File: src/sv/assert_macros.svh
// Assertion macros shared by the line-of-sight checker RTL.
`ifndef ASSERT_MACROS_SVH
`define ASSERT_MACROS_SVH

// Concurrent check sampled on the rising clock, off while reset is held.
`define GLOS_ASSERT(label, clk, rst_n, prop, msg) \
    label: assert property (@(posedge clk) disable iff (!rst_n) (prop)) else $error(msg);

// Antecedent in one cycle requires the consequent in the next.
`define GLOS_ASSERT_NEXT(label, clk, rst_n, ante, cons, msg) \
    label: assert property (@(posedge clk) disable iff (!rst_n) (ante) |=> (cons)) \
        else $error(msg);

`endif

File: src/sv/glos_pkg.sv
// Types and constants of the grid line-of-sight checker.
package glos_pkg;

    localparam int COORD_W = 9;

    localparam logic OP_WRITE = 1'b0;
    localparam logic OP_CHECK = 1'b1;

    typedef struct packed {
        logic               operation;
        logic [COORD_W-1:0] point_a_x;
        logic [COORD_W-1:0] point_a_y;
        logic [COORD_W-1:0] point_b_x;
        logic [COORD_W-1:0] point_b_y;
        logic               cell_blocked;
    } cmd_t;

    typedef struct packed {
        logic               line_clear;
        logic [COORD_W-1:0] cells_visited;
    } result_t;

    // Walk setup handed to the stepper
    typedef struct packed {
        logic                      y_major;
        logic [COORD_W-1:0]        major_start;
        logic [COORD_W-1:0]        minor_start;
        logic [COORD_W-1:0]        major_delta;
        logic signed [COORD_W:0]   minor_delta;
    } step_cfg_t;

    typedef struct packed {
        logic at_start;
        logic at_end;
    } step_stat_t;

endpackage

File: src/sv/glos_stepper.sv
// Exact rational line stepper: one cell position per advance.
module glos_stepper (
    input  logic                     clk,
    input  logic                     rst_n,
    input  logic                     load,
    input  glos_pkg::step_cfg_t      cfg,
    input  logic                     advance,
    output logic [glos_pkg::COORD_W-1:0] cell_x,
    output logic [glos_pkg::COORD_W-1:0] cell_y,
    output glos_pkg::step_stat_t     stat
);

    import glos_pkg::*;

    localparam int REM_W = COORD_W + 2;

    step_cfg_t                cfg_reg;
    logic [COORD_W-1:0]       step_reg;
    logic [COORD_W-1:0]       major_reg;
    logic [COORD_W-1:0]       minor_reg;
    logic signed [REM_W-1:0]  rem_reg;

    logic signed [REM_W-1:0]  delta_ext;
    logic signed [REM_W-1:0]  rem_sum;
    logic signed [REM_W-1:0]  rem_next;
    logic [COORD_W-1:0]       minor_next;

    // rem tracks i*minor_delta mod major_delta, kept in [0, major_delta)
    always_comb
    begin
        delta_ext = $signed({2'b00, cfg_reg.major_delta});
        rem_sum   = rem_reg + REM_W'(cfg_reg.minor_delta);
        priority if (rem_sum >= delta_ext)
        begin
            rem_next   = rem_sum - delta_ext;
            minor_next = minor_reg + 1'b1;
        end
        else if (rem_sum < 0)
        begin
            rem_next   = rem_sum + delta_ext;
            minor_next = minor_reg - 1'b1;
        end
        else
        begin
            rem_next   = rem_sum;
            minor_next = minor_reg;
        end
    end

    always_ff @(posedge clk or negedge rst_n)
    begin
        if (!rst_n)
        begin
            step_reg <= '0;
        end
        else if (load)
        begin
            step_reg <= '0;
        end
        else if (advance)
        begin
            step_reg <= step_reg + 1'b1;
        end
    end

    always_ff @(posedge clk)
    begin
        if (load)
        begin
            cfg_reg   <= cfg;
            major_reg <= cfg.major_start;
            minor_reg <= cfg.minor_start;
            rem_reg   <= '0;
        end
        else if (advance)
        begin
            major_reg <= major_reg + 1'b1;
            minor_reg <= minor_next;
            rem_reg   <= rem_next;
        end
    end

    assign cell_x        = cfg_reg.y_major ? minor_reg : major_reg;
    assign cell_y        = cfg_reg.y_major ? major_reg : minor_reg;
    assign stat.at_start = (step_reg == '0);
    assign stat.at_end   = (step_reg == cfg_reg.major_delta);

endmodule

File: config.mk
export PLATFORM = sky130hd
export DESIGN_NAME = glos_stepper
export DESIGN_NICKNAME = d
export VERILOG_FILES = /design/src/sv/assert_macros.svh /design/src/sv/glos_pkg.sv /design/src/sv/glos_stepper.sv
export SDC_FILE = /design/constraint.sdc
export NUM_CORES = 1
export LEC_CHECK = 0
export ABC_AREA = 1
export BUFFER_PORTS_ARGS = -buffer_cell sky130_fd_sc_hd__buf_2
export CAP_MARGIN = 20
export CORE_MARGIN = 4
export CORE_UTILIZATION = 25
export DETAILED_ROUTE_END_ITERATION = 6
export PLACE_DENSITY = 0.49
export SLEW_MARGIN = 10
export SYNTH_ARGS = -nofsm -noshare
export SYNTH_HDL_FRONTEND = slang
export SYNTH_SLANG_ARGS = --single-unit
File: constraint.sdc
create_clock -name clk -period 4.7 [get_ports clk]
set_clock_uncertainty 0.1 [all_clocks]
set_input_delay 0.47 -clock clk [delete_from_list [all_inputs] [get_ports clk]]
set_output_delay 0.47 -clock clk [all_outputs]
set_load 0.1 [all_outputs]
* After elaboration in Yosys (flattened, before gate mapping)
Index checks and enable logic that the tools add are counted.
Word-level totals: output and inout bits 20, input bits 42, logic and storage cells 33, register bits 58
Operators by class: reduce and logical (&&, ||, !) cells 4, mux-type cells 12, add/sub/neg operators 7, equality and inequality tests 1, magnitude comparators 2
Operators by type and width (count):
- 9-bit 2-to-1 mux | 10
- 9-bit by 1-bit adder with 9-bit output, second input constant | 3
- 11-bit by 10-bit adder with 11-bit output | 2
- 11-bit 2-to-1 mux | 2
- 11-bit by 10-bit >= comparator with 1-bit output | 1
- 11-bit by 1-bit < comparator with 1-bit output, second input constant | 1
- 11-bit by 10-bit subtractor with 11-bit output | 1
- 9-bit equality test | 1
- 9-bit logical NOT | 1
- 9-bit by 1-bit subtractor with 9-bit output, second input constant | 1
- 3-bit nonzero test | 1
- 2-bit AND reduction | 1
- 2-bit nonzero test | 1

* Logic depth before layout (Yosys ltp)
Gate-level depths: netlist of run 1.
depth in word-level cells 6, depth in mapped cells 27, gate-level depth less buffers 27

* Worst setup path after synthesis of run 1
OpenSTA, ideal clock, no wires.
path kind register -> register, start point register cfg_reg[0] (netlist bit), end point register minor_reg[8], data pin, slack 473 ps, data required time 4346 ps, path buffers 0, period minus slack after synthesis 4227 ps, data arrival time 3873 ps, setup time 254 ps, cell stages (with the launch flop) 25, path through edfxtp_1 > ha_1 > inv_1 > fa_1 > inv_1 > nand2_1 > nand3_1 > xor2_1 > ha_1 > inv_1 > o21bai_1 > a21oi_1 > o211ai_1 > o21ai_4 > nand2_2 > fa_1 > inv_1 > a21oi_1 > o21ai_0 > nand2_1 > o311ai_0 > xor2_1 > nand2_1 > nand3_1 > nand2_1
Between the ends: word-level cells in the longest chain between the ends 5
RTL lines:
- from (decl) | line glos_stepper.sv:17 | step_cfg_t cfg_reg;
- from (signal assigned) | line glos_stepper.sv:70 | cfg_reg <= cfg;
- 11-bit by 10-bit adder with 11-bit output | line glos_stepper.sv:32 | rem_sum = rem_reg + REM_W'(cfg_reg.minor_delta);
- 11-bit by 10-bit >= comparator with 1-bit output | line glos_stepper.sv:33 | priority if (rem_sum >= delta_ext)
- 9-bit 2-to-1 mux | line glos_stepper.sv:33
- 9-bit 2-to-1 mux | line glos_stepper.sv:75 | else if (advance)
- 9-bit 2-to-1 mux | line glos_stepper.sv:68 | if (load)
- to (signal assigned) | line glos_stepper.sv:72 | minor_reg <= cfg.minor_start;
- to (signal assigned) | line glos_stepper.sv:78 | minor_reg <= minor_next;
- to (decl) | line glos_stepper.sv:20 | logic [COORD_W-1:0] minor_reg;
Every way passes these cells. The select of a mux whose other input is x is not followed. A chain may end at the register's enable or synchronous reset.

* Final worst setup path of run 1
start point register rem_reg[0], end point register minor_reg[8], data pin
Between the ends: word-level cells in the longest chain between the ends 5
RTL lines:
- from (decl) | line glos_stepper.sv:21 | logic signed [REM_W-1:0] rem_reg;
- from (signal assigned) | line glos_stepper.sv:79 | rem_reg <= rem_next;
- 11-bit by 10-bit adder with 11-bit output | line glos_stepper.sv:32
- 11-bit by 10-bit >= comparator with 1-bit output | line glos_stepper.sv:33
- 9-bit 2-to-1 mux | line glos_stepper.sv:33
- 9-bit 2-to-1 mux | line glos_stepper.sv:75
- 9-bit 2-to-1 mux | line glos_stepper.sv:68
Every way passes these cells. The select of a mux whose other input is x is not followed.

==> results of run 1 <==
==> where the power goes <==
group / switching (uW) / total (uW) / leakage (uW) / internal [uW]
clock: 259 / 726 / 0.000152 / 467
combinational: 2230 / 3440 / 0.00213 / 1200
sequential: 93.8 / 779 / 0.000596 / 685
total: 2590 / 4940 / 0.00288 / 2350
==> Yosys cell counts, drive strengths merged (5+ instances only) <==
master  count
nor4        5
dfxtp      11
xnor2       6
xor2       20
nand2     182
nor3        8
inv       100
nor2       67
ha         38
o21ai      43
nand4      10
a21oi      41
edfxtp     38
nand3      47
clkbuf     13
buf         5
dfrtp       9
==> metrics by stage <==
| step | power [uW] | util | TNS [ps] | hold WS (ps) |
|---|---|---|---|---|
| floorplan | 3270 | - | 0 | 74.4 |
| global placement | 4190 | 0.292 | 0 | 237 |
| detailed placement | 4160 | 0.292 | 0 | 234 |
| CTS | 4920 | 0.310 | 0 | 182 |
| global route | 5450 | 0.312 | -0.990 | 184 |
| finish | 4940 | 0.312 | 0 | 199 |
==> what timing repair did <==
item | in CTS | in global routing
endpoints found under the hold margin | 9 | 0
buffers inserted | 0 | 0
hold buffers | 1 | 0
endpoints found under the setup margin | 0 | 6
resized for setup | 0 | 13
==> critical path: cells and delay by family, from the launching register on <==
kind	cells	cell delay, ps
buffers and inverters	4	370
adder cells (fa/ha/maj)	4	1230
AND/OR/NAND/NOR	7	550
flip-flops	1	340
AO/OA/AOI/OAI	7	1070
XOR/XNOR	2	400
==> layout make-up <==
type / count / share of cell area
repair buffers: 81 / 0.0779
clock buffers: 9 / 0.0383
flip-flops and latches: 58 / 0.270
clock inverters: 7 / 0.0172
well taps: 260 / 0.0553
multi-input cells: 493 / 0.478
inverters: 100 / 0.0638
==> worst min path at each step <==
stage	cells past startpoint	start	endpoint	slack, ps
floorplan	0	rst_n	step_reg[0]$_DFFE_PN0P_	70
global placement	1	rst_n	step_reg[3]$_DFFE_PN0P_	240
detailed placement	1	rst_n	step_reg[3]$_DFFE_PN0P_	230
CTS	1	cfg[17]	cfg_reg[17]$_DFFE_PP_	180
global route	1	cfg[9]	cfg_reg[9]$_DFFE_PP_	180
finish	1	cfg[17]	cfg_reg[17]$_DFFE_PP_	200
==> metal layers <==
layer / GRT usage / routed length [um] / vias up
met5: 0 / 0 / -
met4: 0.0484 / 303 / 0
met3: 0.0345 / 762 / 22
met1: 0.173 / 6570 / 2000
met2: 0.211 / 6240 / 115
li1: - / - / 2337
==> cell families (layout without fill, tap and decap cells) <==
family / after synthesis / count (layout)
simple gates: 321 / 321
buf+inv: 118 / 197
compound gates: 104 / 104
flops: 58 / 58
fa+ha+maj: 42 / 42
xor+xnor: 26 / 26
==> qor.csv, run 1 <==
metric;value;unit
status;finished, final reports clean;
period_share;0.917;
dieArea;21500;um2
synth_top_area_cell;edfxtp_1;
numCtsBuffers;9;
maxCapViolCount;0;
port-buffer-count;61;
final_antenna_net_count;0;
path_cells;ha_2 > inv_1 > fa_2 > inv_1 > nand2_1 > nand3_1 > xor2_2 > ha_1 > inv_2 > o21bai_1 > a21oi_1 > o211ai_1 > o21ai_4 > nand2_2 > fa_1 > inv_1 > a21oi_1 > o21ai_1 > nand2_1 > o311ai_1 > xor2_1 > nand2_1 > nand3_1 > nand2_1;
synth_edf_count;38;
critPathArrivalTime;4310;ps
crit_path_top_delay_cell;fa_2;
cts_sinks;58;
stdcell_count;1008;
dpl.cell_count;991;
critPathCapture;minor_reg[8]$_DFFE_PP_;
die_h;147;um
grt_pass1_wl;22.4;mm
place_area;5490;um2
avgRoutedWirePerCell;13.8;um
synth.area.mux_share;0;
design_area;5880;um2
period_needed;4310;ps
power_density;840;nW/um2
dr.pass1.iters;4;
required;4700;ps
synthXorXnorAreaFrac;0.0474;
layout_commonest_cell;nand2_1;
ctsRootBufferMaster;clkbuf_16;
antenna_found_initial;0;
synth_compound_area_frac;0.124;
holdCritPathClass;in -> reg;
area_growth;22.3;%
drc;0;
synth-adder-area-share;0.116;
initial_core_util;0.255;
die_x;147;um
grt_max_degree;48;
first_global_vias;4254;
seq_area;1590;um2
synth-seq-cells;58;
largest_reg_flops;20;
path_class;reg -> reg;
clock_path_buffers;2;
ys_types;40;
final-setup-viol-count;0;
tightestPinTransition;917;ps
critPathLaunchType;flip-flop;
fillCellCount;2025;
drive_gt1_frac;0.166;
cpPeakStageDelay;380;ps
rows;50;
vias;4474;
maxSlewHeadroom;0.389;
cp_max_fo;4;
syn_area;4810;um2
grt_usage;0.132;
timing.critical_path.mode_cell;nand2_1;
fmax;232;MHz
reg2reg_depth;24;
cts_tree;yes;
pre_cts_slack;51.5;ps
yosysTopAreaCellShare;0.237;
yosysSeqAreaShare;0.330;
final_cell_mix;177 x nand2_1, 94 x inv_1, 67 x nor2_1;
yosys_warnings;0;
synthTopCellsByArea;edfxtp_1 24%, nand2_1 14%, ha_1 9.9%, inv_1 7.4%, nor2_1 5.2%;
hold_viol_final;0;
synth_ff_type;edfxtp_1;
routed_wl;13.9;mm
worstReg2RegStart;rem_reg[0]$_SDFFE_PP0P_;
core;18800;um2
vias_per_cell;4.44;
rrSetupSlack;390;ps
finalWorstSetupSlack;389;ps
routabilityCongestion;0.942;
end_kind;flip-flop;
drv_slew;0;
nNetsFinal;827;
clk_pin_slew_worst_paths;50;ps
insertion_delay;350;ps
synthSimpleGateAreaFrac;0.287;
vdd_drop_max;0.000289;V
num_io_pins;62;
n_antenna_cell;0;
r2r-end;minor_reg[8]$_DFFE_PP_;
async_flop_share;0.155;
multiInputGateArea;2810;um2
avgSynthCellArea;7.19;um2
synth_top_family_by_area;simple AND/OR/NAND/NOR gates;
synthCells;669;
dp_hpwl;11.0;mm
drt_iter0_drc;274;
gr-total-overflow;0;
crit_start;rem_reg[0]$_SDFFE_PP0P_;
leakage;0.00288;uW
synthesis.nets;753;
h-tree-depth;3;
Note: power is estimated with default switching activity, not from simulation.
==> run 2, diff against run 1 <==
--- a/config.mk
+++ b/config.mk
@@ -6,12 +6,12 @@
 export NUM_CORES = 1
 export LEC_CHECK = 0
 export ABC_AREA = 1
-export BUFFER_PORTS_ARGS = -buffer_cell sky130_fd_sc_hd__buf_2
 export CAP_MARGIN = 20
 export CORE_MARGIN = 4
 export CORE_UTILIZATION = 25
 export DETAILED_ROUTE_END_ITERATION = 6
-export PLACE_DENSITY = 0.49
+export DONT_BUFFER_PORTS = 1
+export PLACE_DENSITY = 0.46
 export SLEW_MARGIN = 10
 export SYNTH_ARGS = -nofsm -noshare
 export SYNTH_HDL_FRONTEND = slang
==> constraint.sdc (replaced) <==
create_clock -name clk -period 4.7 [get_ports clk]
set_clock_uncertainty 0.1 [all_clocks]
set_input_delay 0.94 -clock clk [delete_from_list [all_inputs] [get_ports clk]]
set_output_delay 0.94 -clock clk [all_outputs]
set_load 0.1 [all_outputs]
==> run 2 against run 1 <==
- sequential share of layout area grew 0.49 points
- setup slack worse by 34 ps
- core utilization fell by 0.56 points
- count of clock-buffer cells in the layout stayed put
- non-clock buffer count decreased by 42
- wire length up 0.65%
- highest routed layer unchanged
- critical path depth is 1 lower
- global-route usage hardly changed
- cell count shrank 4.2%
- register-to-register slack worse by 30 ps
- first-iteration DRC count shrank 9.5%
- final area decreased by 1.8%
==> qor.csv, run 2 (synthesis results as in run 1) <==
metric;value;unit;change
status;finished, final reports clean;;
port-buffer-count;0;;-100%
fmax;230;MHz;-0.79%
critPathArrivalTime;4340;ps;+30 ps
dp_hpwl;11.1;mm;+0.16%
antenna_found_initial;0;;unchanged
vias_per_cell;4.45;;+0.15%
avgRoutedWirePerCell;14.5;um;+5.0%
drv_slew;0;;unchanged
crit_start;cfg_reg[2]$_DFFE_PP_;;
n_antenna_cell;0;;unchanged
cts_hold_buf;0;;-1
fin_setup_tns;0;ps;unchanged
final_cell_mix;177 x nand2_1, 95 x inv_1, 67 x nor2_1;;
die_h;147;um;unchanged
reg2reg_depth;23;;-4.2%
cpPeakStageDelay;380;ps;about the same
routabilityCongestion;0.888;;-5.7%
timing.critical_path.mode_cell;nand2_1;;
initial_core_util;0.255;;unchanged
rrSetupSlack;350;ps;-30 ps
cts_tree;yes;;
cts_sinks;58;;unchanged
ctsRootBufferMaster;clkbuf_16;;
critPathCapture;minor_reg[8]$_DFFE_PP_;;
final_antenna_net_count;0;;unchanged
period_needed;4350;ps;+34.3 ps
grt_usage;0.133;;+0.000304
routed_wl;14.0;mm;+0.65%
drc;0;;unchanged
cp.depth;23;;-4.2%
numCtsBuffers;9;;unchanged
r2r-end;minor_reg[8]$_DFFE_PP_;;
period_share;0.925;;+0.00731
hold_viol_final;0;;unchanged
critPathLaunchType;flip-flop;;
path_cells;ha_1 > nand2_1 > o21bai_1 > xor2_1 > inv_1 > ha_1 > nand2_1 > o21ai_1 > nand2_1 > o211ai_1 > o21ai_4 > nand2_2 > fa_1 > inv_1 > a21oi_1 > o21ai_1 > nand2_1 > o311ai_0 > buf_4 > xor2_1 > nand2_1 > nand3_1 > nand2_1;;
design_area;5780;um2;-1.8%
maxCapViolCount;0;;unchanged
final-setup-viol-count;0;;unchanged
grt_pass1_wl;22.7;mm;+1.4%
layout_commonest_cell;nand2_1;;
vias;4294;;-4.0%
largest_reg_flops;20;;unchanged
required;4690;ps;about the same
drt_iter0_drc;248;;-9.5%
place_area;5440;um2;-0.91%
clk_pin_slew_worst_paths;60;ps;about the same
path_buf_inv;3;;-1
path_class;reg -> reg;;
insertion_delay;340;ps;about the same
dr.pass1.iters;5;;+1
h-tree-depth;3;;unchanged
die_x;147;um;unchanged
gr-total-overflow;0;;unchanged
dieArea;21500;um2;unchanged
clock_path_buffers;2;;unchanged
tightestPinTransition;1140;ps;+222 ps
crit_family;adder cells;;
holdCritPathClass;in -> async;;
rows;50;;unchanged
crit_path_top_delay_cell;edfxtp_1;;
first_global_vias;4237;;-0.40%
grt_max_degree;62;;+29%
num_io_pins;62;;unchanged
end_kind;flip-flop;;
nNetsFinal;785;;-5.1%
drive_gt1_frac;0.142;;-0.0241
maxSlewHeadroom;0.241;;-0.148
core;18800;um2;unchanged
cp_max_fo;4;;unchanged
worstReg2RegStart;cfg_reg[2]$_DFFE_PP_;;
area_growth;20.1;%;
==> run 2: layout make-up <==
type                    instances  area (um2)
clock inverters                 7        45.0
repair buffers                 39         333
inverters                     100         375
flip-flops and latches         58        1590
fillers                      2057       13100
clock buffers                   9         225
well taps                     260         325
multi-input cells             493        2890
==> run 2: metal layers <==
layer  share of wire  GRT usage  vias to the layer above
met5               0          0                        -
met4           0.023     0.0484                        0
met3           0.047     0.0304                       19
met2            0.46      0.212                       92
met1            0.47      0.176                     1929
li1                -          -                     2254
==> run 2: worst min-delay path by stage <==
stage	to	slack, ps	depth (start not counted)
6_report	step_reg[4]$_DFFE_PN0P_	190	0
2_1_floorplan	rem_reg[0]$_SDFFE_PP0P_	330	2
5_1_grt	step_reg[4]$_DFFE_PN0P_	170	0
3_5_place_dp	rem_reg[0]$_SDFFE_PP0P_	350	2
4_1_cts	step_reg[4]$_DFFE_PN0P_	180	0
3_3_place_gp	rem_reg[0]$_SDFFE_PP0P_	350	2
==> run 2: through the flow <==
step           setup WS, ps  hold WS [ps]  cells   util
2_1_floorplan          57.1           330    669      -
3_5_place_dp           57.4           346    948  0.289
6_report                354           191    966  0.307
4_1_cts                33.2           176    964  0.303
3_3_place_gp           86.0           349    948  0.289
5_1_grt               -23.9           173    966  0.307
==> run 2: timing repair <==
| item | CTS | global route |
|---|---|---|
| hold endpoints to repair | 0 | 0 |
| resized for setup | 0 | 11 |
| buffers inserted | 0 | 2 |
| endpoints found under the setup margin | 0 | 6 |
Power of run 2 is left out: the tool's default activity adds up to more than one toggle a clock period on the data nets, which glitch-free logic cannot reach.
